==> src/cld_pkg.sv <==
// Shared types, constants and register indexes for the collinear triple detector.
// Used by every module of the block; depends on nothing.
`default_nettype none

package cld_pkg;

	// Fixed field widths.
	localparam int COORD_BITS = 12;
	localparam int PORT_W = 12;
	localparam int IDX_W = 6;
	localparam int DIST_W = 26;
	localparam int COS_W = 16;
	localparam int CFG_IDX_W = 8;
	localparam int CFG_DATA_W = 32;
	localparam int DEF_MAX_POINTS = 64;

	// Derived arithmetic widths.
	localparam int DIFF_W = COORD_BITS + 1;
	localparam int D_W = 2 * COORD_BITS + 1;
	localparam int DOT_W = 2 * COORD_BITS + 2;
	localparam int DSQ_W = 2 * DOT_W - 2;
	localparam int LEN_W = (D_W > DIST_W) ? D_W : DIST_W;
	localparam int ACM2_W = 2 * COS_W - 1;
	localparam int CA_W = COS_W + 2;
	localparam int CA2_W = 32;
	localparam int PP_W = 2 * D_W;
	localparam int PPH_W = PP_W - CA2_W;
	localparam int AXIS_SHIFT = 30;
	localparam int AX_W = 2 * COORD_BITS + AXIS_SHIFT + 2;
	localparam int DOT_SHIFT = 28;
	localparam int WIDE_W = 84;
	localparam int MUL_W = 34;
	localparam int PROD_W = 2 * MUL_W;

	// Fixed-point reference values.
	localparam logic [COS_W-1:0] AXIS_ONE = 16'd32768;
	localparam logic [COS_W-1:0] COS_ONE = 16'd16384;

	// Reset values of the registers.
	localparam logic [DIST_W-1:0] RST_MIN_DIST = 26'd0;
	localparam logic [DIST_W-1:0] RST_MAX_DIST = 26'd33554432;
	localparam logic [COS_W-1:0] RST_AXIS_COS = 16'd29491;
	localparam logic [COS_W-1:0] RST_DOT_TOL = 16'd1638;

	// Register indexes.
	localparam logic [CFG_IDX_W-1:0] REG_MIN_DIST_SQ = 8'd0;
	localparam logic [CFG_IDX_W-1:0] REG_MAX_DIST_SQ = 8'd1;
	localparam logic [CFG_IDX_W-1:0] REG_AXIS_COS_MIN = 8'd2;
	localparam logic [CFG_IDX_W-1:0] REG_DOT_TOLERANCE = 8'd3;

	typedef struct packed {
		logic [COORD_BITS-1:0] y;
		logic [COORD_BITS-1:0] x;
	} point_t;

	typedef struct packed {
		logic [DIST_W-1:0] min_dist_sq;
		logic [DIST_W-1:0] max_dist_sq;
		logic [COS_W-1:0] axis_cos_min;
		logic [COS_W-1:0] dot_tolerance;
	} cld_cfg_t;

	typedef struct packed {
		logic found;
		logic [IDX_W-1:0] first_index;
		logic [IDX_W-1:0] second_index;
		logic [IDX_W-1:0] third_index;
		point_t first_pt;
		point_t second_pt;
		point_t third_pt;
	} cld_result_t;

	typedef enum logic [4:0] {
		ST_IDLE, ST_PREP_A, ST_PREP_C, ST_PREP_END, ST_I_ADDR, ST_I_CAP,
		ST_K_CHECK, ST_K_CAP, ST_D1_X, ST_D1_Y, ST_D1_SUM, ST_AXIS, ST_AXIS_CMP,
		ST_M_CHECK, ST_M_CAP, ST_D2_X, ST_D2_Y, ST_DOT_X, ST_DOT_Y, ST_DOT_SUM,
		ST_DOT_SQ, ST_PP, ST_PP_LO, ST_PP_HI, ST_DIR_CMP, ST_RESULT
	} srch_state_t;

endpackage

`default_nettype wire

==> src/cld_mul.sv <==
// Shared signed multiplier with a registered product.
// Depends on cld_pkg for the operand width.
`default_nettype none

module cld_mul
	import cld_pkg::*;
(
	input  wire logic                     clk,
	input  wire logic signed [MUL_W-1:0]  mul_a,
	input  wire logic signed [MUL_W-1:0]  mul_b,
	output logic signed [PROD_W-1:0]      prod_q
);

	// One product per cycle; the sequencer picks it up in the next state.
	always_ff @(posedge clk) begin
		prod_q <= PROD_W'(mul_a) * PROD_W'(mul_b);
	end

endmodule

`default_nettype wire

==> src/cld_search.sv <==
// Triple search sequencer: walks (i, k, m) in order and runs every test
// through one shared multiplier. Depends on cld_pkg and cld_mul.
`default_nettype none

module cld_search
	import cld_pkg::*;
#(
	parameter int MAX_POINTS = DEF_MAX_POINTS,
	localparam int CW = $clog2(MAX_POINTS + 1),
	localparam int IW = $clog2(MAX_POINTS)
) (
	input  wire logic          clk,
	input  wire logic          arst_n,
	input  wire logic          srch_start,
	input  wire logic [CW-1:0] srch_n,
	input  wire cld_cfg_t      cfg,
	output logic [IW-1:0]      rd_addr,
	input  wire point_t        rd_data,
	output logic               srch_busy,
	output logic               res_strobe,
	output cld_result_t        result
);

	srch_state_t state_q, state_d;
	logic [CW-1:0] n_q, i_q, i_d, k_q, k_d, m_q, m_d;
	logic found_q, found_d;

	point_t pi_q, pk_q, pm_q;
	logic signed [DIFF_W-1:0] x1_q, y1_q, x2_q, y2_q;
	logic [D_W-1:0] d1_q, d2_q;
	logic [2*COORD_BITS-1:0] ax2_q;
	logic signed [DOT_W-1:0] dot_q;
	logic [DSQ_W-1:0] dsq_q;
	logic [PPH_W-1:0] pp_hi_q;
	logic [2*CA2_W-1:0] rhs_lo_q;
	logic [ACM2_W-1:0] acm2_q;
	logic [CA2_W-1:0] ca2_q;

	logic signed [MUL_W-1:0] mul_a, mul_b;
	logic signed [PROD_W-1:0] prod_q;

	logic signed [CA_W-1:0] c_s;
	logic [CA_W-1:0] ca;
	logic c_pos, axis_en;
	logic len1_ok, len2_ok, axis_pass, dir_pass;
	logic [AX_W-1:0] ax_lhs, ax_rhs;
	logic [WIDE_W-1:0] dir_lhs, dir_rhs;

	function automatic logic len_ok(input logic [D_W-1:0] d, input cld_cfg_t c);
		return (d != '0) && (LEN_W'(d) >= LEN_W'(c.min_dist_sq)) &&
			(LEN_W'(d) <= LEN_W'(c.max_dist_sq));
	endfunction

	cld_mul u_mul (
		.clk    (clk),
		.mul_a  (mul_a),
		.mul_b  (mul_b),
		.prod_q (prod_q)
	);

	// Thresholds derived from the registers.
	assign c_s = signed'(CA_W'(COS_ONE)) - signed'(CA_W'(cfg.dot_tolerance));
	assign ca = c_s[CA_W-1] ? CA_W'(-c_s) : CA_W'(c_s);
	assign c_pos = !c_s[CA_W-1] && (c_s != '0);
	assign axis_en = cfg.axis_cos_min <= AXIS_ONE;

	// Tests evaluated from the latest product.
	assign len1_ok = len_ok(d1_q, cfg);
	assign len2_ok = len_ok(d2_q, cfg);
	assign ax_lhs = AX_W'(ax2_q) << AXIS_SHIFT;
	assign ax_rhs = AX_W'(prod_q[AX_W-1:0]);
	assign axis_pass = len1_ok && axis_en && (ax_lhs >= ax_rhs);
	assign dir_lhs = WIDE_W'(dsq_q) << DOT_SHIFT;
	assign dir_rhs = WIDE_W'(rhs_lo_q) +
		(WIDE_W'(prod_q[PPH_W+CA2_W-1:0]) << CA2_W);

	always_comb begin
		if (c_pos) begin
			dir_pass = !dot_q[DOT_W-1] && (dot_q != '0) && (dir_lhs >= dir_rhs);
		end else begin
			dir_pass = !dot_q[DOT_W-1] || (dir_lhs <= dir_rhs);
		end
	end

	// Multiplier operand selection per step.
	always_comb begin
		mul_a = '0;
		mul_b = '0;
		unique case (state_q)
			ST_PREP_A: begin
				mul_a = signed'(MUL_W'(cfg.axis_cos_min));
				mul_b = signed'(MUL_W'(cfg.axis_cos_min));
			end
			ST_PREP_C: begin
				mul_a = signed'(MUL_W'(ca));
				mul_b = signed'(MUL_W'(ca));
			end
			ST_D1_X: begin
				mul_a = MUL_W'(x1_q);
				mul_b = MUL_W'(x1_q);
			end
			ST_D1_Y: begin
				mul_a = MUL_W'(y1_q);
				mul_b = MUL_W'(y1_q);
			end
			ST_AXIS: begin
				mul_a = signed'(MUL_W'(acm2_q));
				mul_b = signed'(MUL_W'(d1_q));
			end
			ST_D2_X: begin
				mul_a = MUL_W'(x2_q);
				mul_b = MUL_W'(x2_q);
			end
			ST_D2_Y: begin
				mul_a = MUL_W'(y2_q);
				mul_b = MUL_W'(y2_q);
			end
			ST_DOT_X: begin
				mul_a = MUL_W'(x1_q);
				mul_b = MUL_W'(x2_q);
			end
			ST_DOT_Y: begin
				mul_a = MUL_W'(y1_q);
				mul_b = MUL_W'(y2_q);
			end
			ST_DOT_SQ: begin
				mul_a = MUL_W'(dot_q);
				mul_b = MUL_W'(dot_q);
			end
			ST_PP: begin
				mul_a = signed'(MUL_W'(d1_q));
				mul_b = signed'(MUL_W'(d2_q));
			end
			ST_PP_LO: begin
				mul_a = signed'(MUL_W'(prod_q[CA2_W-1:0]));
				mul_b = signed'(MUL_W'(ca2_q));
			end
			ST_PP_HI: begin
				mul_a = signed'(MUL_W'(pp_hi_q));
				mul_b = signed'(MUL_W'(ca2_q));
			end
			default: begin
				mul_a = '0;
				mul_b = '0;
			end
		endcase
	end

	// Read address: the counter of the loop that is fetching.
	always_comb begin
		unique case (state_q)
			ST_I_ADDR: rd_addr = i_q[IW-1:0];
			ST_K_CHECK: rd_addr = k_q[IW-1:0];
			default: rd_addr = m_q[IW-1:0];
		endcase
	end

	// Next state and loop counters.
	always_comb begin
		state_d = state_q;
		i_d = i_q;
		k_d = k_q;
		m_d = m_q;
		found_d = found_q;
		unique case (state_q)
			ST_IDLE: begin
				if (srch_start) begin
					state_d = ST_PREP_A;
					found_d = 1'b0;
				end
			end
			ST_PREP_A: state_d = ST_PREP_C;
			ST_PREP_C: state_d = ST_PREP_END;
			ST_PREP_END: begin
				i_d = '0;
				state_d = ST_I_ADDR;
			end
			ST_I_ADDR: begin
				state_d = (i_q == n_q) ? ST_RESULT : ST_I_CAP;
			end
			ST_I_CAP: begin
				k_d = '0;
				state_d = ST_K_CHECK;
			end
			ST_K_CHECK: begin
				if (k_q == n_q) begin
					i_d = i_q + 1'b1;
					state_d = ST_I_ADDR;
				end else if (k_q == i_q) begin
					k_d = k_q + 1'b1;
				end else begin
					state_d = ST_K_CAP;
				end
			end
			ST_K_CAP: state_d = ST_D1_X;
			ST_D1_X: state_d = ST_D1_Y;
			ST_D1_Y: state_d = ST_D1_SUM;
			ST_D1_SUM: state_d = ST_AXIS;
			ST_AXIS: state_d = ST_AXIS_CMP;
			ST_AXIS_CMP: begin
				if (axis_pass) begin
					m_d = '0;
					state_d = ST_M_CHECK;
				end else begin
					k_d = k_q + 1'b1;
					state_d = ST_K_CHECK;
				end
			end
			ST_M_CHECK: begin
				if (m_q == n_q) begin
					k_d = k_q + 1'b1;
					state_d = ST_K_CHECK;
				end else if ((m_q == i_q) || (m_q == k_q)) begin
					m_d = m_q + 1'b1;
				end else begin
					state_d = ST_M_CAP;
				end
			end
			ST_M_CAP: state_d = ST_D2_X;
			ST_D2_X: state_d = ST_D2_Y;
			ST_D2_Y: state_d = ST_DOT_X;
			ST_DOT_X: state_d = ST_DOT_Y;
			ST_DOT_Y: state_d = ST_DOT_SUM;
			ST_DOT_SUM: begin
				if (len2_ok) begin
					state_d = ST_DOT_SQ;
				end else begin
					m_d = m_q + 1'b1;
					state_d = ST_M_CHECK;
				end
			end
			ST_DOT_SQ: state_d = ST_PP;
			ST_PP: state_d = ST_PP_LO;
			ST_PP_LO: state_d = ST_PP_HI;
			ST_PP_HI: state_d = ST_DIR_CMP;
			ST_DIR_CMP: begin
				if (dir_pass) begin
					found_d = 1'b1;
					state_d = ST_RESULT;
				end else begin
					m_d = m_q + 1'b1;
					state_d = ST_M_CHECK;
				end
			end
			ST_RESULT: state_d = ST_IDLE;
			default: state_d = ST_IDLE;
		endcase
	end

	// Control registers.
	always_ff @(posedge clk or negedge arst_n) begin
		if (!arst_n) begin
			state_q <= ST_IDLE;
			n_q <= '0;
			i_q <= '0;
			k_q <= '0;
			m_q <= '0;
			found_q <= 1'b0;
		end else begin
			state_q <= state_d;
			i_q <= i_d;
			k_q <= k_d;
			m_q <= m_d;
			found_q <= found_d;
			if ((state_q == ST_IDLE) && srch_start) begin
				n_q <= srch_n;
			end
		end
	end

	// Datapath registers, loaded step by step from memory and product.
	always_ff @(posedge clk) begin
		unique case (state_q)
			ST_PREP_C: acm2_q <= prod_q[ACM2_W-1:0];
			ST_PREP_END: ca2_q <= prod_q[CA2_W-1:0];
			ST_I_CAP: pi_q <= rd_data;
			ST_K_CAP: begin
				pk_q <= rd_data;
				x1_q <= signed'(DIFF_W'(rd_data.x)) - signed'(DIFF_W'(pi_q.x));
				y1_q <= signed'(DIFF_W'(rd_data.y)) - signed'(DIFF_W'(pi_q.y));
			end
			ST_D1_Y: begin
				d1_q <= prod_q[D_W-1:0];
				ax2_q <= prod_q[2*COORD_BITS-1:0];
			end
			ST_D1_SUM: d1_q <= d1_q + prod_q[D_W-1:0];
			ST_M_CAP: begin
				pm_q <= rd_data;
				x2_q <= signed'(DIFF_W'(rd_data.x)) - signed'(DIFF_W'(pk_q.x));
				y2_q <= signed'(DIFF_W'(rd_data.y)) - signed'(DIFF_W'(pk_q.y));
			end
			ST_D2_Y: d2_q <= prod_q[D_W-1:0];
			ST_DOT_X: d2_q <= d2_q + prod_q[D_W-1:0];
			ST_DOT_Y: dot_q <= DOT_W'(prod_q);
			ST_DOT_SUM: dot_q <= dot_q + DOT_W'(prod_q);
			ST_PP: dsq_q <= prod_q[DSQ_W-1:0];
			ST_PP_LO: pp_hi_q <= prod_q[PP_W-1:CA2_W];
			ST_PP_HI: rhs_lo_q <= prod_q[2*CA2_W-1:0];
			default: begin
			end
		endcase
	end

	// Result beat, zeroed when nothing was found.
	assign srch_busy = state_q != ST_IDLE;
	assign res_strobe = state_q == ST_RESULT;

	always_comb begin
		result = '0;
		if (found_q) begin
			result.found = 1'b1;
			result.first_index = IDX_W'(i_q);
			result.second_index = IDX_W'(k_q);
			result.third_index = IDX_W'(m_q);
			result.first_pt = pi_q;
			result.second_pt = pk_q;
			result.third_pt = pm_q;
		end
	end

endmodule

`default_nettype wire

==> config.mk <==
export PLATFORM = sky130hd
export DESIGN_NAME = cld_search
export DESIGN_NICKNAME = d
export VERILOG_FILES = /design/src/cld_pkg.sv /design/src/cld_mul.sv /design/src/cld_search.sv
export SDC_FILE = /design/constraint.sdc
export NUM_CORES = 2
export LEC_CHECK = 0
export ABC_AREA = 1
export BUFFER_PORTS_ARGS = -buffer_cell sky130_fd_sc_hd__buf_2
export CORE_AREA = 2 2 397 477
export DETAILED_ROUTE_END_ITERATION = 8
export DIE_AREA = 0 0 399 479
export HOLD_SLACK_MARGIN = 0.05
export SYNTH_ARGS = -nofsm -noshare
export SYNTH_HDL_FRONTEND = slang
export SYNTH_SLANG_ARGS = --single-unit
==> constraint.sdc <==
create_clock -name clk -period 12 [get_ports clk]
set_clock_uncertainty 0.05 [all_clocks]
set_input_delay 0.6 -clock clk [delete_from_list [all_inputs] [get_ports clk]]
set_output_delay 0.6 -clock clk [all_outputs]
set_load 0.01 [all_outputs]
==> results.json <==
{
  "ir_drop_mv": 0.272,
  "critPathMaxFanout": 14,
  "fin_crit_ns": 11.24,
  "netlist.top_cell.by_area": "fa_1",
  "grt_usage": 0.284,
  "hold_path_end": "pm_q[0]",
  "boundaryPins": 217,
  "synth_edf_count": 419,
  "grt_pass1_vias": 63500,
  "ant_nets": 0,
  "ys_warn_count": 0,
  "synth.avg_cell_area_um2": 8.49,
  "slew_headroom": 0.110,
  "drt_iter0_markers": 6041,
  "synth_ff_type": "edfxtp_1",
  "r2r-start": "state_q[1]",
  "critPathSlowestCell": "nor3_2",
  "wl_per_cell_um": 23.6,
  "cts_setup_buffers": 0,
  "r2r_slack_ns": 0.76,
  "max_freq_mhz": 88.9,
  "cts_buffer_depth": 3,
  "fillers": 18600,
  "grt_overflow": 0,
  "ys_seq_elements": 517,
  "drive_gt1_frac": 0.0723,
  "port_buffers": 216,
  "cp-end-kind": "flop",
  "tritoncts": "built",
  "synth_cell_type_count": 75,
  "ctsResizeCount": 0,
  "synthArstFlopShare": 0.0658,
  "core_area_um2": 187000,
  "clkTransAtPathRegs_ns": 0.07,
  "clkLatencyLatePin_ns": 0.70,
  "utilization": 0.433,
  "critPathLaunchType": "flop",
  "synth_most_common_cell": "inv_1",
  "p_leak_nw": 42.1,
  "cp.arrival_ns": 11.82,
  "hold_viol": 0,
  "seq_area_frac_synth": 0.198,
  "r2r-end": "u_mul.prod_q[44]",
  "grt_pass1_wl_um": 402000,
  "p_per_area_nw_per_um2": 275,
  "synth_nets": 10600,
  "synth_cells": 8746,
  "worstHoldStart": "rd_data[0]",
  "holdPathStages": 1,
  "crit_required_ns": 12.58,
  "crit_top_cell": "fa_1",
  "synthTopCellsByArea": "fa_1 (32%), edfxtp_1 (17%), inv_1 (11%)",
  "synth_common_cells": "inv_1 (2,269), nand2_1 (1,837), fa_1 (1,182)",
  "fin_nets": 10800,
  "synth_top_area_share": 0.319,
  "setup_viol": 0,
  "path_class": "flop to flop",
  "cts_buffers": 59,
  "htree_levels": 2,
  "drt-vias-per-instance": 5.33,
  "maxSlewViolCount": 0,
  "cts_hold_buf": 1,
  "clock-sinks": 517,
  "initial_core_util": 0.397,
  "vias": 61100,
  "synthToLayoutAreaGrowth_pct": 8.99,
  "drc": 0,
  "reg2regPathDepth": 38,
  "dpl.hpwl_um": 218000,
  "grt_max_degree": 93,
  "antenna_found_initial": 26,
  "fp-row-count": 174,
  "drtPass1Iterations": 6,
  "tns_ns": 0,
  "fin_crit_sh": 0.937,
  "die_h_um": 479,
  "timing.max_cap.violations": 0,
  "cts_root_buf": "clkbuf_16",
  "slowest_delay_ns": 0.87,
  "hold_class": "input pin to flop",
  "status": "completed",
  "fp.dieW_um": 399,
  "dieArea_um2": 191000,
  "rsz0062_at_grt": "false",
  "synth_area_um2": 74200,
  "wl_um": 271000,
  "worst-slew-pin-transition_ns": 1.33,
  "gp_congestion": 1.03
}
## critical path, delay by kind of cell, from the launching register on
| family | cells | cell delay [ns] |
|---|---|---|
| compound gates | 6 | 1.60 |
| fa+ha+maj | 9 | 4.47 |
| buf+inv | 10 | 1.75 |
| flops | 1 | 0.46 |
| simple gates | 12 | 2.70 |
| xor+xnor | 1 | 0.14 |
## layout make-up
type	instances	area, um2	share of cell area
Timing Repair Buffer	397	2490	0.0308
Inverter	2319	8700	0.108
Sequential cell	517	14700	0.182
Multi-Input combinational cell	5646	49700	0.614
Tap cell	2464	3080	0.0381
Clock buffer	65	1510	0.0187
Antenna cell	12	30.0	0.000371
Clock inverter	47	688	0.00851
## routing by layer
| layer | track usage | up-vias | part of all wire |
|---|---|---|---|
| li1 | - | 27000 | - |
| met1 | 0.358 | 30500 | 0.38 |
| met2 | 0.453 | 2823 | 0.46 |
| met3 | 0.0553 | 775 | 0.090 |
| met4 | 0.168 | 18 | 0.071 |
| met5 | 0 | - | 0.00041 |
## stage by stage
stage	setup WS (ns)	hold slack (ns)	area (um2)	power, W	cells
2_1_floorplan	2.22	0.254	74200	0.0140	8746
3_3_place_gp	0.880	0.344	78700	0.0199	11300
3_5_place_dp	0.800	0.339	78700	0.0201	11300
4_1_cts	0.985	0.122	80900	0.0223	11500
5_1_grt	0.557	0.132	80900	0.0242	11500
6_report	0.756	0.144	80900	0.0223	11500
## power breakdown
group	switching, W	total [W]	internal, W	leakage [nW]
combinational	0.0116	0.0173	0.00570	36.2
clock	0.000844	0.00208	0.00124	1.05
sequential	0.000374	0.00284	0.00247	4.81
## state kept, by name, summed over array words and instances, names as in the netlist, 25 cells and up
register and flops:
u_mul.prod_q 64, dsq_q 50, dot_q 26, acm2_q 31
d1_q 25, d2_q 25, ca2_q 32, rhs_lo_q 64
## worst max-delay path by stage
stage                     startpoint          endpoint  slack (ns)  cells past startpoint
after floorplan           state_q[2]  u_mul.prod_q[63]        2.22                     36
after global placement        cfg[1]  u_mul.prod_q[44]        0.88                     42
after detailed placement      cfg[1]  u_mul.prod_q[44]        0.80                     40
after CTS                 state_q[4]  u_mul.prod_q[44]        0.99                     37
after global routing      state_q[1]  u_mul.prod_q[61]        0.56                     33
final                     state_q[1]  u_mul.prod_q[44]        0.76                     38
## kinds of logic after synthesis
family,share of synthesized area
AO/OA/AOI/OAI,0.0689
XOR/XNOR,0.0322
buffers and inverters,0.134
multiplexers,0.000758
flip-flops,0.198
adder cells (fa/ha/maj),0.408
AND/OR/NAND/NOR,0.158
## layout by cell type (no fill, tap or decap), drive strengths merged, types with 18 or more instances in the layout
cell       n
a21oi    342
dfrtp     34
nand4     86
dfxtp     64
o21ai    260
nand2   1845
xnor2     97
nand3    162
edfxtp   419
clkbuf    66
xor2     174
a22oi     28
a31oi     37
nor2     495
buf      395
nor4      73
ha       529
o21a      18
a211oi    19
nor3      73
fa      1182
clkinv    29
inv     2315
a221oi    26
Note: power is estimated with default switching activity, not from simulation.
