**src/cld_pkg.sv**
```systemverilog
// Shared types, constants and register indexes for the collinear triple detector.
// Used by every module of the block; depends on nothing.
`default_nettype none

package cld_pkg;

	// Fixed field widths.
	localparam int COORD_BITS = 12;
	localparam int PORT_W = 12;
	localparam int IDX_W = 6;
	localparam int DIST_W = 26;
	localparam int COS_W = 16;
	localparam int CFG_IDX_W = 8;
	localparam int CFG_DATA_W = 32;
	localparam int DEF_MAX_POINTS = 64;

	// Derived arithmetic widths.
	localparam int DIFF_W = COORD_BITS + 1;
	localparam int D_W = 2 * COORD_BITS + 1;
	localparam int DOT_W = 2 * COORD_BITS + 2;
	localparam int DSQ_W = 2 * DOT_W - 2;
	localparam int LEN_W = (D_W > DIST_W) ? D_W : DIST_W;
	localparam int ACM2_W = 2 * COS_W - 1;
	localparam int CA_W = COS_W + 2;
	localparam int CA2_W = 32;
	localparam int PP_W = 2 * D_W;
	localparam int PPH_W = PP_W - CA2_W;
	localparam int AXIS_SHIFT = 30;
	localparam int AX_W = 2 * COORD_BITS + AXIS_SHIFT + 2;
	localparam int DOT_SHIFT = 28;
	localparam int WIDE_W = 84;
	localparam int MUL_W = 34;
	localparam int PROD_W = 2 * MUL_W;

	// Fixed-point reference values.
	localparam logic [COS_W-1:0] AXIS_ONE = 16'd32768;
	localparam logic [COS_W-1:0] COS_ONE = 16'd16384;

	// Reset values of the registers.
	localparam logic [DIST_W-1:0] RST_MIN_DIST = 26'd0;
	localparam logic [DIST_W-1:0] RST_MAX_DIST = 26'd33554432;
	localparam logic [COS_W-1:0] RST_AXIS_COS = 16'd29491;
	localparam logic [COS_W-1:0] RST_DOT_TOL = 16'd1638;

	// Register indexes.
	localparam logic [CFG_IDX_W-1:0] REG_MIN_DIST_SQ = 8'd0;
	localparam logic [CFG_IDX_W-1:0] REG_MAX_DIST_SQ = 8'd1;
	localparam logic [CFG_IDX_W-1:0] REG_AXIS_COS_MIN = 8'd2;
	localparam logic [CFG_IDX_W-1:0] REG_DOT_TOLERANCE = 8'd3;

	typedef struct packed {
		logic [COORD_BITS-1:0] y;
		logic [COORD_BITS-1:0] x;
	} point_t;

	typedef struct packed {
		logic [DIST_W-1:0] min_dist_sq;
		logic [DIST_W-1:0] max_dist_sq;
		logic [COS_W-1:0] axis_cos_min;
		logic [COS_W-1:0] dot_tolerance;
	} cld_cfg_t;

	typedef struct packed {
		logic found;
		logic [IDX_W-1:0] first_index;
		logic [IDX_W-1:0] second_index;
		logic [IDX_W-1:0] third_index;
		point_t first_pt;
		point_t second_pt;
		point_t third_pt;
	} cld_result_t;

	typedef enum logic [4:0] {
		ST_IDLE, ST_PREP_A, ST_PREP_C, ST_PREP_END, ST_I_ADDR, ST_I_CAP,
		ST_K_CHECK, ST_K_CAP, ST_D1_X, ST_D1_Y, ST_D1_SUM, ST_AXIS, ST_AXIS_CMP,
		ST_M_CHECK, ST_M_CAP, ST_D2_X, ST_D2_Y, ST_DOT_X, ST_DOT_Y, ST_DOT_SUM,
		ST_DOT_SQ, ST_PP, ST_PP_LO, ST_PP_HI, ST_DIR_CMP, ST_RESULT
	} srch_state_t;

endpackage

`default_nettype wire

```
**src/cld_store.sv**
```systemverilog
// Point memory: one write port, one read port with registered read data.
// Depends on cld_pkg for the point type.
`default_nettype none

module cld_store
	import cld_pkg::*;
#(
	parameter int MAX_POINTS = DEF_MAX_POINTS
) (
	input  wire logic                          clk,
	input  wire logic                          wr_en,
	input  wire logic [$clog2(MAX_POINTS)-1:0] wr_addr,
	input  wire point_t                        wr_data,
	input  wire logic [$clog2(MAX_POINTS)-1:0] rd_addr,
	output point_t                             rd_data_q
);

	point_t mem [MAX_POINTS];

	// Write port.
	always_ff @(posedge clk) begin
		if (wr_en) begin
			mem[wr_addr] <= wr_data;
		end
	end

	// Read port, data registered and valid in the cycle after the address.
	always_ff @(posedge clk) begin
		rd_data_q <= mem[rd_addr];
	end

endmodule

`default_nettype wire

```
**config.mk**
```make
export PLATFORM = sky130hd
export DESIGN_NAME = cld_store
export DESIGN_NICKNAME = d
export VERILOG_FILES = /design/src/cld_pkg.sv /design/src/cld_store.sv
export SDC_FILE = /design/constraint.sdc
export NUM_CORES = 1
export LEC_CHECK = 0
export BUFFER_PORTS_ARGS = -buffer_cell sky130_fd_sc_hd__buf_2
export CAP_MARGIN = 20
export CORE_MARGIN = 2
export CORE_UTILIZATION = 24
export DETAILED_ROUTE_END_ITERATION = 16
export SYNTH_ARGS = -nofsm -noshare
export SYNTH_HDL_FRONTEND = slang
export SYNTH_SLANG_ARGS = --single-unit
```
**constraint.sdc**
```tcl
create_clock -name clk -period 3.7 [get_ports clk]
set_clock_uncertainty 0.05 [all_clocks]
set_input_delay 0.74 -clock clk [delete_from_list [all_inputs] [get_ports clk]]
set_output_delay 0.74 -clock clk [all_outputs]
set_load 0.02 [all_outputs]
```
==> results of run 1 <==
[Yosys cell counts]
cell type,number
sky130_fd_sc_hd__or3b_2,3
sky130_fd_sc_hd__nand2_1,36
sky130_fd_sc_hd__nor2b_1,9
sky130_fd_sc_hd__o21a_1,13
sky130_fd_sc_hd__mux4_2,355
sky130_fd_sc_hd__a31oi_1,13
sky130_fd_sc_hd__o221ai_1,1
sky130_fd_sc_hd__nand3b_1,3
sky130_fd_sc_hd__nand2b_1,6
sky130_fd_sc_hd__and2_1,3
sky130_fd_sc_hd__a221oi_1,52
sky130_fd_sc_hd__a221o_1,4
sky130_fd_sc_hd__clkbuf_4,1
sky130_fd_sc_hd__clkbuf_1,44
sky130_fd_sc_hd__nand4_1,2
sky130_fd_sc_hd__nand4b_1,1
sky130_fd_sc_hd__clkinv_1,1
sky130_fd_sc_hd__nor3_1,2
sky130_fd_sc_hd__buf_4,31
sky130_fd_sc_hd__a21oi_1,22
sky130_fd_sc_hd__buf_2,45
sky130_fd_sc_hd__o21ai_0,12
sky130_fd_sc_hd__nand3_1,20
sky130_fd_sc_hd__and3_1,16
sky130_fd_sc_hd__or2_2,3
sky130_fd_sc_hd__buf_1,13
sky130_fd_sc_hd__inv_2,1
sky130_fd_sc_hd__o22ai_1,53
sky130_fd_sc_hd__a22oi_1,29
sky130_fd_sc_hd__dfxtp_1,24
sky130_fd_sc_hd__buf_6,8
sky130_fd_sc_hd__mux2_2,53
sky130_fd_sc_hd__or3_1,10
sky130_fd_sc_hd__and2_0,1
sky130_fd_sc_hd__mux2i_1,95
sky130_fd_sc_hd__edfxtp_1,1536
sky130_fd_sc_hd__o21ai_1,6
sky130_fd_sc_hd__o211ai_1,2
sky130_fd_sc_hd__and2b_1,1
sky130_fd_sc_hd__nor2_1,80
[layer usage]
metal / wire, microns / up-vias / share of wire (%)
li1: - / 11600 / -
met1: 59900 / 15300 / 41
met2: 74000 / 945 / 51
met3: 8370 / 204 / 5.7
met4: 4270 / 2 / 2.9
met5: 14 / - / 0.0096
[cells by family after synthesis]
kind of cell / after synthesis
multiplexers: 503
AO/OA/AOI/OAI: 207
buffers and inverters: 144
AND/OR/NAND/NOR: 196
flip-flops: 1560
[registers in the layout (all words and copies together), names as in the netlist]
name       count
mem         1536
rd_data_q     24
[worst min path at each step]
stage / end / startpoint / slack [ns]
after floorplan: rd_data_q[22]$_DFF_P_ / mem[36][22]$_DFFE_PP_ / 0.72
after global placement: rd_data_q[9]$_DFF_P_ / mem[11][9]$_DFFE_PP_ / 0.84
after detailed placement: rd_data_q[9]$_DFF_P_ / mem[11][9]$_DFFE_PP_ / 0.81
after CTS: mem[21][10]$_DFFE_PP_ / wr_data[10] / 0.40
after global routing: mem[18][1]$_DFFE_PP_ / wr_data[1] / 0.19
final: mem[18][1]$_DFFE_PP_ / wr_data[1] / 0.21
[power groups by stage]
stage	logic [W]	registers, W	clock network, W
2_1_floorplan	0.000966	0.0200	0
3_3_place_gp	0.00183	0.0200	0
3_5_place_dp	0.00186	0.0200	0
4_1_cts	0.00186	0.0196	0.0148
5_1_grt	0.00200	0.0196	0.0154
6_report	0.00187	0.0196	0.0145
[worst max-delay path: cells and delay by family]
family	cells	cell delay, ns
AND/OR/NAND/NOR	1	0.27
buffers and inverters	4	0.88
AO/OA/AOI/OAI	3	0.79
multiplexers	1	0.52
[layout by cell type (no fill, tap or decap), drive strengths merged, types with 2 or more instances in the layout]
cell type	netlist	routed
a22oi	29	29
or2	3	3
nor2b	9	9
o211ai	2	2
diode	0	7
clkbuf	45	188
clkinv	1	63
or3	10	10
a31oi	13	13
inv	1	13
and3	16	16
bufinv	0	6
buf	97	247
dfxtp	24	24
mux2i	95	95
o21a	13	13
clkinvlp	0	5
a221o	4	4
a221oi	52	52
nand4	2	2
o22ai	53	53
mux2	53	53
and2	4	4
a21oi	22	22
nand2	36	36
o21ai	18	18
nor3	2	2
edfxtp	1536	1536
mux4	355	355
nand3b	3	3
nand3	20	20
or3b	3	3
nand2b	6	6
nor2	80	80
[through the flow]
step	setup slack [ns]	total power (W)
6_report	1.04	0.0360
5_1_grt	0.900	0.0371
4_1_cts	1.01	0.0363
3_5_place_dp	0.190	0.0219
3_3_place_gp	0.167	0.0219
2_1_floorplan	0.313	0.0210
[cell type report]
class                           instances  area (sq um)
Antenna cell                            7          17.5
Clock buffer                          187          3890
Clock inverter                         85           702
Fill cell                           23800        176000
Inverter                                2          7.51
Multi-Input combinational cell        906         12100
Sequential cell                      1560         46600
Tap cell                             3220          4030
Timing Repair Buffer                  248          2380
==> impl_table.tex, run 1 <==
\begin{tabular}{lr}
\hline
Metric & Value \\
\hline
\multicolumn{2}{l}{\textbf{Synth}} \\
Library cell with the largest summed area after synthesis & sky130\_fd\_sc\_hd\_\_edfxtp\_1 \\
Largest family of logic cells by synthesized area & multiplexers \\
Cell area after synthesis & 59300 sq um \\
Proportion of netlist area held by the largest area contributor & around 78\% \\
Share of the synthesized area in compound gates (AO/OA/AOI/OAI) & $\sim$2.4\% \\
Sequential area share after synthesis & about four fifths \\
Mux contribution to synthesized area & between 10\% and 20\% \\
Adder and majority cell fraction of the synthesized area & 0\% \\
Post-synthesis instance total & 2610 \\
Leading cell types by total area after synthesis & sky130\_fd\_sc\_hd\_\_edfxtp\_1, sky130\_fd\_sc\_hd\_\_mux4\_2, sky130\_fd\_sc\_hd\_\_mux2i\_1, sky130\_fd\_sc\_hd\_\_mux2\_2, sky130\_fd\_sc\_hd\_\_dfxtp\_1 \\
Yosys warning count & 0 \\
Post-Syn Area per Cell & roughly 23 sq um \\
Net count after synthesis & 2648 \\
Total of flip-flops plus latches after synthesis & about 1.6k \\
Share of synthesized cell area in and, or, nand and nor gates & 1.56\% \\
Number of unique standard cell types used by synthesis & 40 \\
Post-synthesis xor/xnor area fraction & 0\% \\
\multicolumn{2}{l}{\textbf{Layout}} \\
Final cell count without fillers & roughly 6.2k \\
Layout cell share with drive strength beyond 1 & a little under a third \\
NumNets Final & a little under 3k \\
Final Util & between 20 and 30\% \\
Relative area change from synthesis to final layout & 17.6\% \\
Final design area excluding fillers & roughly 70000 sq um \\
\multicolumn{2}{l}{\textbf{Power}} \\
Sw frac & 21.5\% \\
Cell Int Power & about 0.028 W \\
VDD IR-drop max & between 0.0004 and 0.0005 V \\
Total power divided by cell area & 516 nW/um\^{}2 \\
Seq pwr share & between 50\% and 60\% \\
Combinational group share of total power & under 10\% \\
Switching power summed over all nets & between 0.007 and 0.008 W \\
Part of the total power dissipated in the clock network & between 40\% and 50\% \\
Cell leakage power & between 20 and 25 nW \\
\multicolumn{2}{l}{\textbf{Global route}} \\
Total congestion overflow & 0 \\
M3 GR Usage & about 1.8\% \\
Number of global-route vias before repair & between 20k and 30k \\
Met2 usage & between 10\% and 20\% \\
Wire length of the first global-routing pass & between 200000 and 250000 microns \\
Busiest metal layer after global routing & met2 \\
GRT Resource Usage Total & roughly 11\% \\
Pin count of the biggest net entering global routing & 74 \\
Number of antenna violations at the first check in global routing & 19 \\
Met1 Usage GRT & between 10\% and 20\% \\
\multicolumn{2}{l}{\textbf{Worst setup path}} \\
Critical Path Source Type & input port \\
Startpoint of the most critical register-to-register path & mem[54][6]\$\_DFFE\_PP\_ \\
Worst setup startpoint & rd\_addr[0] \\
Type of the worst setup path & in -> reg \\
Maximum fanout along the worst path & 27 \\
Slowest-stage cell, CP & sky130\_fd\_sc\_hd\_\_mux4\_2 \\
Cell-by-cell trace of the critical path & buf\_8, buf\_12, buf\_4, buf\_4, mux4\_2, a221oi\_1, o21ai\_0, nand3\_1, o21ai\_0 \\
CP max stage delay & about 0.52 ns \\
Critical Path End & rd\_data\_q[18]\$\_DFF\_P\_ \\
WP data required & $\sim$4.3 ns \\
R2R Path End & rd\_data\_q[6]\$\_DFF\_P\_ \\
Setup slack on the worst flop-to-flop path & approximately 1.5 ns \\
Arr. time, crit path & between 3 and 4 ns \\
Critical Path Sink Type & flop \\
FF-to-FF path depth & 6 \\
\multicolumn{2}{l}{\textbf{CTS}} \\
Maximum level of the CTS H-tree & 4 \\
Number of buffers on the longest clock path & 3 \\
CTS Root Buffer Type & sky130\_fd\_sc\_hd\_\_clkbuf\_16 \\
CTS Sinks & $\sim$1.6k \\
Clock insertion delay at the later pin of the skew report & around 0.8 ns \\
Hold-fix buffers at CTS & 0 \\
Buffers inserted during post-CTS setup optimization & 0 \\
Clock buffers created by TritonCTS & between 100 and 150 \\
Clock input transition at the sequential cells of the worst setup and hold paths & around 0.060 ns \\
Clock tree from TritonCTS & yes \\
Number of resized instances in the post-cts repair step & 0 \\
\multicolumn{2}{l}{\textbf{Drt}} \\
Number of iterations in the first detailed-routing pass & 5 \\
Average wire length per cell after detail routing & around 24 microns \\
\# DRC & 0 \\
Via-to-Cell Ratio & 4.52 \\
First-iteration detailed-routing DRC count & between 2k and 3k \\
Overall via count from detail\_route & 28.1k \\
Detailed-route wire length & around 150000 microns \\
Residual antenna-violating net count after detailed routing & 0 \\
\multicolumn{2}{l}{\textbf{Place}} \\
Placed inst area & between 60000 and 70000 sq um \\
Cells after DPL & 5917 \\
Estimated wirelength of the detail-placed design & between 80000 and 90000 microns \\
Count of input and output buffers & 61 \\
Final RePlAce weighted congestion & 0.778 \\
\multicolumn{2}{l}{\textbf{STA}} \\
Post-route clock period utilization & between 70\% and 80\% \\
RSZ-0062 raised after global routing & no \\
Max transition margin & just under 30\% \\
Worst hold slack across all endpoints & around 0.21 ns \\
Final setup vio count & 0 \\
Clock period minus worst slack & roughly 2.7 ns \\
Sum of negative setup slack & 0 ns \\
Final Max Slew Viols & 0 \\
Endpoints failing hold & 0 \\
Fmax & between 300 and 400 MHz \\
Actual transition at the worst max-transition pin & 1.06 ns \\
\multicolumn{2}{l}{\textbf{Min path}} \\
Number of cells on the worst hold path & 1 \\
Classification of the worst-slack hold path & in -> reg \\
\multicolumn{2}{l}{\textbf{Floorplanning}} \\
Die extent in y & 501 microns \\
Count of pins on the block boundary & 62 \\
Area of the core & 246000 sq um \\
Initial standard-cell utilization of the core & approximately a quarter \\
Die boundary width & $\sim$500 microns \\
Row Count & around 180 \\
Floorplan die area & roughly 250000 sq um \\
\multicolumn{2}{l}{\textbf{Run status}} \\
Run status & finished clean \\
\multicolumn{2}{l}{\textbf{Flow run}} \\
Maxcap violations & 0 \\
\hline
\end{tabular}
Power figures use the tool's default switching activity.
==> run 2, diff against run 1 <==
==> constraint.sdc (replaced) <==
create_clock -name clk -period 2.75 [get_ports clk]
set_clock_uncertainty 0.05 [all_clocks]
set_input_delay 0.55 -clock clk [delete_from_list [all_inputs] [get_ports clk]]
set_output_delay 0.55 -clock clk [all_outputs]
set_load 0.02 [all_outputs]
==> run 2 against run 1 <==
  * Clock-buffer cell count is 10 higher
  * Via count increased by 1.7%
  * Register-to-register slack worse by 0.94 ns
  * Sequential power grew 35%
  * Core utilization up 0.73 points
  * Wire length increased by 0.68%
  * Setup slack lost 0.61 ns
  * Critical path type unchanged
  * Largest power group unchanged
==> impl_table.tex, run 2 (synthesis results as in run 1) <==
\begin{tabular}{lr}
\hline
Metric & Value \\
\hline
\multicolumn{2}{l}{\textbf{Drt}} \\
Routed wire length on met2 & 73400 microns (-0.87\%) \\
Wire length on met1 & 61800 microns (+3.2\%) \\
Residual antenna-violating net count after detailed routing & 0 (unchanged) \\
Via-to-Cell Ratio & 4.50 (-0.55\%) \\
\# DRC & 0 (unchanged) \\
Number of iterations in the first detailed-routing pass & 5 (unchanged) \\
Max Used Layer & met4 \\
First-iteration detailed-routing DRC count & 2963 (-0.10\%) \\
Overall via count from detail\_route & 28.6k (+1.7\%) \\
Average wire length per cell after detail routing & 23.2 microns (-1.6\%) \\
Detailed-route wire length & 148000 microns (+0.68\%) \\
Detailed-routed wire length on met3 & 7720 microns (-7.7\%) \\
\multicolumn{2}{l}{\textbf{Floorplanning}} \\
Die extent in y & 501 microns (unchanged) \\
Initial standard-cell utilization of the core & 24.1\% (unchanged) \\
Floorplan die area & 251000 sq um (unchanged) \\
Die boundary width & 501 microns (unchanged) \\
Area of the core & 246000 sq um (unchanged) \\
Row Count & 182 (unchanged) \\
Count of pins on the block boundary & 62 (unchanged) \\
\multicolumn{2}{l}{\textbf{Min path}} \\
Endpoint of the worst hold path & mem[13][6]\$\_DFFE\_PP\_ \\
Worst min-delay path startpoint & wr\_data[6] \\
Classification of the worst-slack hold path & in -> reg \\
Number of cells on the worst hold path & 1 (unchanged) \\
\multicolumn{2}{l}{\textbf{STA}} \\
Final Max Slew Viols & 0 (unchanged) \\
Final setup vio count & 0 (unchanged) \\
RSZ-0062 raised after global routing & no \\
Endpoints failing hold & 0 (unchanged) \\
Clock period minus worst slack & 2.31 ns \\
Actual transition at the worst max-transition pin & 0.986 ns (-0.0711 ns) \\
Max transition margin & 34.3\% (+4.7 points) \\
Post-route clock period utilization & about 84\% \\
Fmax & roughly 430 MHz \\
\multicolumn{2}{l}{\textbf{Layout}} \\
Commonest cells after routing, fill and taps aside & sky130\_fd\_sc\_hd\_\_edfxtp\_1, sky130\_fd\_sc\_hd\_\_mux4\_2, sky130\_fd\_sc\_hd\_\_buf\_4 \\
Final Util & 29.1\% (+0.73 points) \\
Layout cell share with drive strength beyond 1 & 34.4\% (+3.2 points) \\
Relative area change from synthesis to final layout & 20.6\% \\
Biggest regs & mem (1536), rd\_data\_q (24) \\
NumNets Final & 3049 (+5.0\%) \\
Leading cell type in the layout, fill and taps excluded & sky130\_fd\_sc\_hd\_\_edfxtp\_1 \\
Register with the highest flop count & mem \\
Number of flip-flops in the largest register & 1536 (unchanged) \\
\multicolumn{2}{l}{\textbf{CTS}} \\
Maximum level of the CTS H-tree & 4 (unchanged) \\
Buffers inserted during post-CTS setup optimization & 0 (unchanged) \\
Clock input transition at the sequential cells of the worst setup and hold paths & 0.06 ns (about the same) \\
Clock buffers created by TritonCTS & 150 (+1.4\%) \\
Number of resized instances in the post-cts repair step & 0 (unchanged) \\
Hold-fix buffers at CTS & 0 (unchanged) \\
CTS Root Buffer Type & sky130\_fd\_sc\_hd\_\_clkbuf\_16 \\
Clock insertion delay at the later pin of the skew report & 0.77 ns (-0.02 ns) \\
CTS Sinks & 1560 (unchanged) \\
Clock tree from TritonCTS & yes \\
Number of buffers on the longest clock path & 3 (unchanged) \\
\multicolumn{2}{l}{\textbf{Worst setup path}} \\
Slowest-stage cell, CP & sky130\_fd\_sc\_hd\_\_mux4\_2 \\
Critical Path Source Type & input port \\
R2R Path End & rd\_data\_q[19]\$\_DFF\_P\_ \\
Cell-by-cell trace of the critical path & buf\_8, buf\_12, buf\_12, buf\_4, mux4\_2, mux2i\_1, o21ai\_0, nand3\_1, o21ai\_0 \\
Startpoint of the most critical register-to-register path & mem[51][19]\$\_DFFE\_PP\_ \\
Maximum fanout along the worst path & 21 (-22\%) \\
Top delay family on crit path & buffers and inverters \\
Arr. time, crit path & 2.80 ns (-0.43 ns) \\
CP max stage delay & 0.54 ns (+0.02 ns) \\
Buffers \& Inverters on Critical Path & 4 (unchanged) \\
Critical Path Sink Type & flop \\
Setup slack on the worst flop-to-flop path & 0.54 ns (-0.94 ns) \\
WP data required & 3.24 ns (-1.03 ns) \\
Type of the worst setup path & in -> reg \\
FF-to-FF path depth & 6 (unchanged) \\
\multicolumn{2}{l}{\textbf{Global route}} \\
Pin count of the biggest net entering global routing & 65 (-12\%) \\
GRT Resource Usage Total & 11.6\% (+0.11 points) \\
Number of global-route vias before repair & 29.6k (+3.1\%) \\
Number of antenna violations at the first check in global routing & 16 (-3) \\
Wire length of the first global-routing pass & 213000 microns (+1.4\%) \\
Total congestion overflow & 0 (unchanged) \\
\multicolumn{2}{l}{\textbf{Place}} \\
Count of input and output buffers & 61 (unchanged) \\
Estimated wirelength of the detail-placed design & 91400 microns (+5.8\%) \\
Final RePlAce weighted congestion & 0.763 (-1.8\%) \\
\multicolumn{2}{l}{\textbf{Power}} \\
VDD IR-drop max & 0.000714 V (+60\%) \\
Total power divided by cell area & 692 nW/um\^{}2 (+34\%) \\
Post-layout total power & 0.0495 W (+37\%) \\
Cell leakage power & 22.3 nW (+4.2\%) \\
\multicolumn{2}{l}{\textbf{Flow run}} \\
Maxcap violations & 0 (unchanged) \\
\multicolumn{2}{l}{\textbf{Run status}} \\
Run status & finished clean \\
\hline
\end{tabular}
[run 2: through the flow]
stage / setup WS (ns) / instances / area [sq um] / hold slack (ns) / setup TNS (ns)
global route: 0.433 / 6354 / 71500 / 0.218 / 0
CTS: 0.482 / 6351 / 71500 / 0.192 / 0
detailed placement: -0.327 / 6079 / 66700 / 0.851 / -2.92
floorplan: -0.155 / 2610 / 59300 / 0.599 / -29.07
finish: 0.435 / 6357 / 71500 / 0.227 / 0
global placement: -0.308 / 6079 / 66700 / 0.836 / -2.79
[run 2: worst max-delay path by stage]
| stage | from | to | cells past startpoint |
|---|---|---|---|
| 2_1_floorplan | wr_addr[5] | mem[39][0]$_DFFE_PP_ | 4 |
| 5_1_grt | mem[34][14]$_DFFE_PP_ | rd_data_q[14]$_DFF_P_ | 6 |
| 3_3_place_gp | rd_addr[0] | rd_data_q[15]$_DFF_P_ | 9 |
| 3_5_place_dp | rd_addr[0] | rd_data_q[15]$_DFF_P_ | 9 |
| 4_1_cts | rd_data_q[20]$_DFF_P_ | rd_data_q[20] | 1 |
| 6_report | rd_addr[0] | rd_data_q[15]$_DFF_P_ | 9 |
[run 2: layout make-up]
type                            count  area, sq um
Antenna cell                        6         15.0
Clock buffer                      197         4000
Clock inverter                     75          792
Fill cell                       23700       174000
Inverter                            2         7.51
Multi-Input combinational cell    906        12100
Sequential cell                  1560        46600
Tap cell                         3220         4030
Timing Repair Buffer              391         3950
[run 2: where the power goes]
part	switching (W)	internal, W
sequential	0.0000976	0.0263
combinational	0.00159	0.00114
clock	0.00872	0.0116
total	0.0104	0.0391
[run 2: per-layer routing]
| metal | track usage [%] | vias to the layer above |
|---|---|---|
| li1 | - | 12000 |
| met1 | 15.2 | 15500 |
| met2 | 19.5 | 886 |
| met3 | 1.69 | 196 |
| met4 | 4.21 | 0 |
| met5 | 0 | - |
